`src/stxetx_pkg.sv`:
```
// Shared types and constants for the STX/ETX LRC frame receiver.
// No dependencies; used by the top level and its port checker.
`timescale 1ns / 1ps

package stxetx_pkg;

  typedef enum logic [1:0] {
    PH_HUNT = 2'd0,
    PH_DATA = 2'd1,
    PH_LRC  = 2'd2
  } phase_t;

  typedef enum logic [2:0] {
    ST_PENDING  = 3'd0,
    ST_OK       = 3'd1,
    ST_BADLRC   = 3'd2,
    ST_SHORT    = 3'd3,
    ST_OVERFLOW = 3'd4
  } status_t;

  typedef enum logic [2:0] {
    CFG_START_CODE = 3'd0,
    CFG_END_CODE   = 3'd1,
    CFG_ACK_CODE   = 3'd2,
    CFG_NAK_CODE   = 3'd3,
    CFG_MIN_LEN    = 3'd4,
    CFG_MAX_LEN    = 3'd5
  } cfg_idx_t;

  localparam int ByteW   = 8;
  localparam int LenW    = 9;
  localparam int CfgIdxW = 3;
  localparam int CfgW    = 9;
  localparam int OutDataW = 32;

  // out_tdata layout, lowest bit up
  localparam int OdByteLo   = 0;
  localparam int OdStatusLo = 8;
  localparam int OdReplyLo  = 11;
  localparam int OdLenLo    = 19;
  localparam int OdUsedW    = 28;

  typedef struct packed {
    logic [LenW-1:0]  frame_length;
    logic [ByteW-1:0] reply_code;
    status_t          frame_status;
    logic             frame_end;
    logic             in_frame;
    logic [ByteW-1:0] out_byte;
  } result_t;

endpackage

```
`src/stx_etx_lrc_frame_receiver.sv`:
```
// STX/ETX deframer with XOR LRC check: top level.
// Depends on stxetx_pkg.
`timescale 1ns / 1ps
//
// Usage:
//   in_*  : one received byte per beat (in_tdata[7:0]).
//   out_* : one result per input beat: the byte passed through plus frame
//           marking, status, reply code and running frame length.
//   cfg_* : register writes (index 0..5: start, end, ack, nak, min length,
//           max length); cfg_ready is always high. Write only while idle.
// A result goes to the output register, or to the skid stage while a result
// waits there. Throughput: one byte per cycle while in_tready is high; the
// frame state update is a single compare/XOR/increment pass between the
// input handshake and the output register.
// Stall: an output register and a one-entry skid stage hold results, so one
// more byte is taken while a result waits; in_tready falls only when both
// are full and rises again once the receiver takes a beat.
// Reset: rst_n (synchronous, active low) empties both stages, returns to
// hunting for the start code and loads the register defaults
// (2, 3, 6, 21, 5, 256).
module stx_etx_lrc_frame_receiver
  import stxetx_pkg::*;
#(
  parameter int MAX_FRAME = 256
) (
  input  logic                clk,
  input  logic                rst_n,
  input  logic                in_tvalid,
  output logic                in_tready,
  input  logic [ByteW-1:0]    in_tdata,   // [7:0] rx_byte
  output logic                out_tvalid,
  input  logic                out_tready,
  output logic [OutDataW-1:0] out_tdata,  // [7:0] out_byte, [10:8] frame_status,
                                          // [18:11] reply_code, [27:19] frame_length
  output logic                out_tlast,  // frame_end
  output logic                out_tuser,  // in_frame
  input  logic                cfg_valid,
  output logic                cfg_ready,
  input  logic [CfgIdxW-1:0]  cfg_index,
  input  logic [CfgW-1:0]     cfg_data
);

  // the 9-bit max_frame_len never exceeds 511, so a larger MAX_FRAME caps there
  localparam logic [LenW:0] MaxCap =
    (MAX_FRAME > 511) ? (LenW+1)'(511) : (LenW+1)'(MAX_FRAME);

  logic [ByteW-1:0] start_code_r, end_code_r, ack_code_r, nak_code_r;
  logic [LenW-1:0]  min_len_r, max_len_r;

  phase_t           phase_r, phase_nxt;
  logic [ByteW-1:0] lrc_r, lrc_nxt;
  logic [LenW-1:0]  count_r, count_nxt;

  result_t res;
  result_t out_r, out_nxt, skid_r, skid_nxt;
  logic    out_valid_r, out_valid_nxt, skid_valid_r, skid_valid_nxt;

  logic            in_fire, out_fire;
  logic [LenW:0]   cnt, limit;
  logic [ByteW-1:0] b;

  assign cfg_ready = 1'b1;
  assign in_tready = !skid_valid_r;
  assign in_fire   = in_tvalid && in_tready;
  assign out_fire  = out_valid_r && out_tready;

  // configuration registers
  always_ff @(posedge clk) begin
    if (!rst_n) begin
      start_code_r <= ByteW'(2);
      end_code_r   <= ByteW'(3);
      ack_code_r   <= ByteW'(6);
      nak_code_r   <= ByteW'(21);
      min_len_r    <= LenW'(5);
      max_len_r    <= LenW'(256);
    end else if (cfg_valid && cfg_ready) begin
      unique case (cfg_idx_t'(cfg_index))
        CFG_START_CODE: start_code_r <= cfg_data[ByteW-1:0];
        CFG_END_CODE:   end_code_r   <= cfg_data[ByteW-1:0];
        CFG_ACK_CODE:   ack_code_r   <= cfg_data[ByteW-1:0];
        CFG_NAK_CODE:   nak_code_r   <= cfg_data[ByteW-1:0];
        CFG_MIN_LEN:    min_len_r    <= cfg_data;
        CFG_MAX_LEN:    max_len_r    <= cfg_data;
        default: ;
      endcase
    end
  end

  // frame tracking for one byte
  always_comb begin
    b     = in_tdata;
    cnt   = {1'b0, count_r} + (LenW+1)'(1);
    limit = ({1'b0, max_len_r} < MaxCap) ? {1'b0, max_len_r} : MaxCap;

    phase_nxt = phase_r;
    lrc_nxt   = lrc_r;
    count_nxt = count_r;

    res              = '0;
    res.out_byte     = b;
    res.frame_status = ST_PENDING;

    unique case (phase_r) inside
      PH_DATA, PH_LRC: begin
        res.in_frame     = 1'b1;
        res.frame_length = cnt[LenW] ? {LenW{1'b1}} : cnt[LenW-1:0];
        if (cnt > limit) begin
          res.frame_end    = 1'b1;
          res.frame_status = ST_OVERFLOW;
          res.reply_code   = nak_code_r;
          phase_nxt        = PH_HUNT;
          count_nxt        = '0;
          lrc_nxt          = '0;
        end else if (phase_r == PH_DATA) begin
          count_nxt = cnt[LenW-1:0];
          lrc_nxt   = lrc_r ^ b;
          if (b == end_code_r) begin
            phase_nxt = PH_LRC;
          end
        end else begin
          res.frame_end = 1'b1;
          if (cnt < {1'b0, min_len_r}) begin
            res.frame_status = ST_SHORT;
            res.reply_code   = nak_code_r;
          end else if (b == lrc_r) begin
            res.frame_status = ST_OK;
            res.reply_code   = ack_code_r;
          end else begin
            res.frame_status = ST_BADLRC;
            res.reply_code   = nak_code_r;
          end
          phase_nxt = PH_HUNT;
          count_nxt = '0;
          lrc_nxt   = '0;
        end
      end
      default: begin
        phase_nxt = PH_HUNT;
        if (b == start_code_r) begin
          res.in_frame     = 1'b1;
          res.frame_length = LenW'(1);
          lrc_nxt          = '0;
          if (limit == '0) begin
            // limit of zero: the start byte itself overflows
            res.frame_end    = 1'b1;
            res.frame_status = ST_OVERFLOW;
            res.reply_code   = nak_code_r;
            count_nxt        = '0;
          end else begin
            phase_nxt = PH_DATA;
            count_nxt = LenW'(1);
          end
        end
      end
    endcase
  end

  always_ff @(posedge clk) begin
    if (!rst_n) begin
      phase_r <= PH_HUNT;
      lrc_r   <= '0;
      count_r <= '0;
    end else if (in_fire) begin
      phase_r <= phase_nxt;
      lrc_r   <= lrc_nxt;
      count_r <= count_nxt;
    end
  end

  // output register and skid stage
  always_comb begin
    out_nxt        = out_r;
    skid_nxt       = skid_r;
    out_valid_nxt  = out_valid_r;
    skid_valid_nxt = skid_valid_r;
    if (out_fire || !out_valid_r) begin
      if (skid_valid_r) begin
        out_nxt        = skid_r;
        out_valid_nxt  = 1'b1;
        skid_valid_nxt = 1'b0;
      end else begin
        out_nxt       = res;
        out_valid_nxt = in_fire;
      end
    end else if (in_fire) begin
      // hold the waiting beat, park the new one
      skid_nxt       = res;
      skid_valid_nxt = 1'b1;
    end
  end

  always_ff @(posedge clk) begin
    if (!rst_n) begin
      out_valid_r  <= 1'b0;
      skid_valid_r <= 1'b0;
    end else begin
      out_valid_r  <= out_valid_nxt;
      skid_valid_r <= skid_valid_nxt;
    end
  end

  always_ff @(posedge clk) begin
    out_r  <= out_nxt;
    skid_r <= skid_nxt;
  end

  assign out_tvalid = out_valid_r;
  assign out_tlast  = out_r.frame_end;
  assign out_tuser  = out_r.in_frame;
  assign out_tdata  = {(OutDataW-OdUsedW)'(0), out_r.frame_length, out_r.reply_code,
                       out_r.frame_status, out_r.out_byte};

endmodule

```
`config.mk`:
```
export PLATFORM = sky130hd
export DESIGN_NAME = stx_etx_lrc_frame_receiver
export DESIGN_NICKNAME = d
export VERILOG_FILES = /design/src/stxetx_pkg.sv /design/src/stx_etx_lrc_frame_receiver.sv
export SDC_FILE = /design/constraint.sdc
export NUM_CORES = 1
export LEC_CHECK = 0
export ABC_AREA = 1
export BUFFER_PORTS_ARGS = -buffer_cell sky130_fd_sc_hd__buf_2
export CAP_MARGIN = 5
export CORE_UTILIZATION = 31
export CTS_BUF_LIST = sky130_fd_sc_hd__clkbuf_16
export CTS_CLUSTER_DIAMETER = 50
export DETAILED_ROUTE_END_ITERATION = 10
export PLACE_DENSITY = 0.47
export SYNTH_ARGS = -nofsm -noshare
export SYNTH_HDL_FRONTEND = slang
export SYNTH_SLANG_ARGS = --single-unit
```
`constraint.sdc`:
```
create_clock -name clk -period 4.9 [get_ports clk]
set_input_delay 0.735 -clock clk [delete_from_list [all_inputs] [get_ports clk]]
set_output_delay 0.735 -clock clk [all_outputs]
set_load 0.02 [all_outputs]
```
==> reports/qor.yml <==
dr.pass1.iters: 4
finalSetupViolCount: 0
p_comb_share_pct: 11.8
wl_per_cell_microns: 14.33
cts_buffer_depth: 2
yosysSeqAreaShare_pct: 51.07
routed_wl_microns: 15630
drive_gt1_share_pct: 15.01
synth_enable_flop_cells: 60
viasPerCell: 4.456
tns_ns: 0
path_clk_slew_ns: 0.06
avgSynthCellArea_sq_um: 8.326
synth_top_area_cell: "edfxtp_1"
track_usage_pct: 16.25
drcViolationCount: 0
place_congestion: 0.7922
power.total_mw: 2.883
finalClockSkew_ns: 0.008286
tritoncts: "done"
drt_iter0_drc: 255
cts_resized: 0
maxSlewHeadroom_pct: 49.63
power_density_mw_per_mm2: 387.9
synthToLayoutAreaGrowth_pct: 17.76
p_clk_share_pct: 45.2
outcome: "finished clean"
n_antenna_cell: 0
grt_first_pass_wirelength_microns: 25150
die_h_microns: 144.7
worst_pin_slew_ns: 0.7514
synth_async_sr_flop_share_pct: 0
yosys.cell_count.top_type: "nand2_1"
finalCritPeriodShare_pct: 68.15
critPathLaunchType: "register"
detail-route-antenna-nets: 0
grt.overflow.total: 0
synth_top_family_by_area: "simple AND/OR/NAND/NOR gates"
port_buffers: 56
htreeDepth: 4
clk_latency_ns: 0.42
synth.top_cell.area_share_pct: 28.55
power.switching_uw: 761.0
p_leak_nw: 3.280
pwr-share-seq_pct: 43.0
antenna_found_initial: 0
synth_fa_ha_area_share_pct: 3.965
fin_crit_ns: 3.339
yosysWarnings: 0
core_sq_mm: 0.01972
crit_type: "reg -> reg"
synth_area_sq_mm: 0.006311
holdCritPathClass: "reg -> reg"
synth_compound_area_share_pct: 12.21
final_nets: 858
first_global_vias: 4506
rsz0062_at_grt: "false"
hold_violations: 0
cts_hold_buf: 0
synth_seq_cells: 131
cp.arrival_ns: 3.51
synth_xor_area_share_pct: 2.359
crit_path_end_kind: "register"
syn_inst: 758
dieArea_sq_mm: 0.02093
start_util_pct: 32.01
grt_max_degree: 52
maxCapViolations: 0
num_rows: 51
num_io_pins: 62
ys_top_cells_by_count: "179 x nand2_1, 84 x inv_1, 71 x dfxtp_1"
intPower_mw: 2.122
dpl.hpwl_microns: 11280
post_cts_buffers: 0
cts_made_buffers: 17
postLayoutCoreUtil_pct: 37.69
dr_total_vias: 4862
yosys.area_share.simple_pct: 22.28
ys.flop_type: "dfxtp_1"
synth_cell_types: 40
maxClockFrequency_mhz: 299.5
path_max_fanout: 11
cp.required_ns: 5.07
numClockSinks: 131
swShare_pct: 26.40
fp.dieW_microns: 144.7
cts.root.buffer_cell: "clkbuf_16"
fillers: 2029
synth.mux.area_fraction_pct: 0
drv_slew: 0
vdd_drop_max_uv: 249.0
synthTopCellsByArea: "edfxtp_1 29%, dfxtp_1 23%, nand2_1 11%"
cell type report:
type                            instances  area (sq um)  area share [%]
Multi-Input combinational cell        507          2597           34.95
Tap cell                              265         331.6           4.461
Inverter                               95         356.6           4.798
Clock buffer                           17         425.4           5.724
Timing Repair Buffer                   61         317.8           4.276
Sequential cell                       131          3223           43.37
Clock inverter                         15         180.2           2.424
per-layer routing:
layer,track usage [%],share of wire [%],vias to the layer above
met2,23.10,41,106
met5,0,0,-
met1,24.10,53,2184
met4,4.875,0.86,0
li1,-,-,2565
met3,3.718,5.5,7
metrics by stage:
step | worst slack, ns | cells | cell area [sq um] | hold slack, ns
2_1_floorplan | 1.845 | 761 | 6322 | 0.4236
3_3_place_gp | 1.649 | 1059 | 6827 | 0.4560
3_5_place_dp | 1.542 | 1059 | 6827 | 0.4582
4_1_cts | 1.528 | 1091 | 7432 | 0.4673
5_1_grt | 1.119 | 1091 | 7432 | 0.4888
6_report | 1.561 | 1091 | 7432 | 0.4603
power groups by stage:
stage / clock, mW / sequential, mW / combinational, mW
2_1_floorplan: 0 / 1.29 / 0.204
3_3_place_gp: 0 / 1.26 / 0.343
3_5_place_dp: 0 / 1.26 / 0.345
4_1_cts: 1.33 / 1.24 / 0.346
5_1_grt: 1.39 / 1.25 / 0.389
6_report: 1.30 / 1.24 / 0.341
worst paths after layout:
check                     from            end  slack (ns)  cells after the start
setup / recovery    count_r[0]  out_tdata[18]        1.56                     18
hold / removal    min_len_r[4]   min_len_r[4]        0.46                      2
setup reg to reg    count_r[0]  out_tdata[18]        1.56                     18
hold reg to reg   min_len_r[4]   min_len_r[4]        0.46                      2
cell families after synthesis:
group,after synthesis
buf+inv,123
simple gates,318
compound gates,147
fa+ha+maj,20
xor+xnor,17
flops,131
other cells,2
flip-flops by register name, indices dropped and copies added (netlist names), 2 cells and up:
register and flops:
skid_r 30, min_len_r 9, out_tdata 28, phase_r 2
max_len_r 9, ack_code_r 8, count_r 9, lrc_r 8
nak_code_r 8, start_code_r 8, end_code_r 8
placed cells by master (no fill, tap or decap), types with 7 or more instances in the layout:
| cell type | count |
|---|---|
| nand2_1 | 179 |
| inv_1 | 84 |
| dfxtp_1 | 71 |
| o21ai_0 | 70 |
| nor2_1 | 69 |
| a21oi_1 | 60 |
| edfxtp_1 | 60 |
| buf_2 | 56 |
| nand3_1 | 30 |
| ha_1 | 20 |
| clkbuf_16 | 17 |
| xnor2_1 | 10 |
| xor2_1 | 7 |
| and2_1 | 7 |
worst max-delay path: stages, from the launching register on:
cell and delay [ns]:
dfxtp_1 0.50, ha_1 0.22, nand2_1 0.07, nor2_1 0.13, inv_1 0.07, nor2_1 0.11, nand2_1 0.08, xor2_1 0.17
inv_1 0.10, ha_1 0.32, nand4_1 0.09, nor2_1 0.21, nand4_2 0.17, nand3_1 0.44, nand2_1 0.13, nand3_2 0.11
nand2_2 0.05, nand2_1 0.05, nand2_1 0.04
Note: power is estimated with default switching activity, not from simulation.
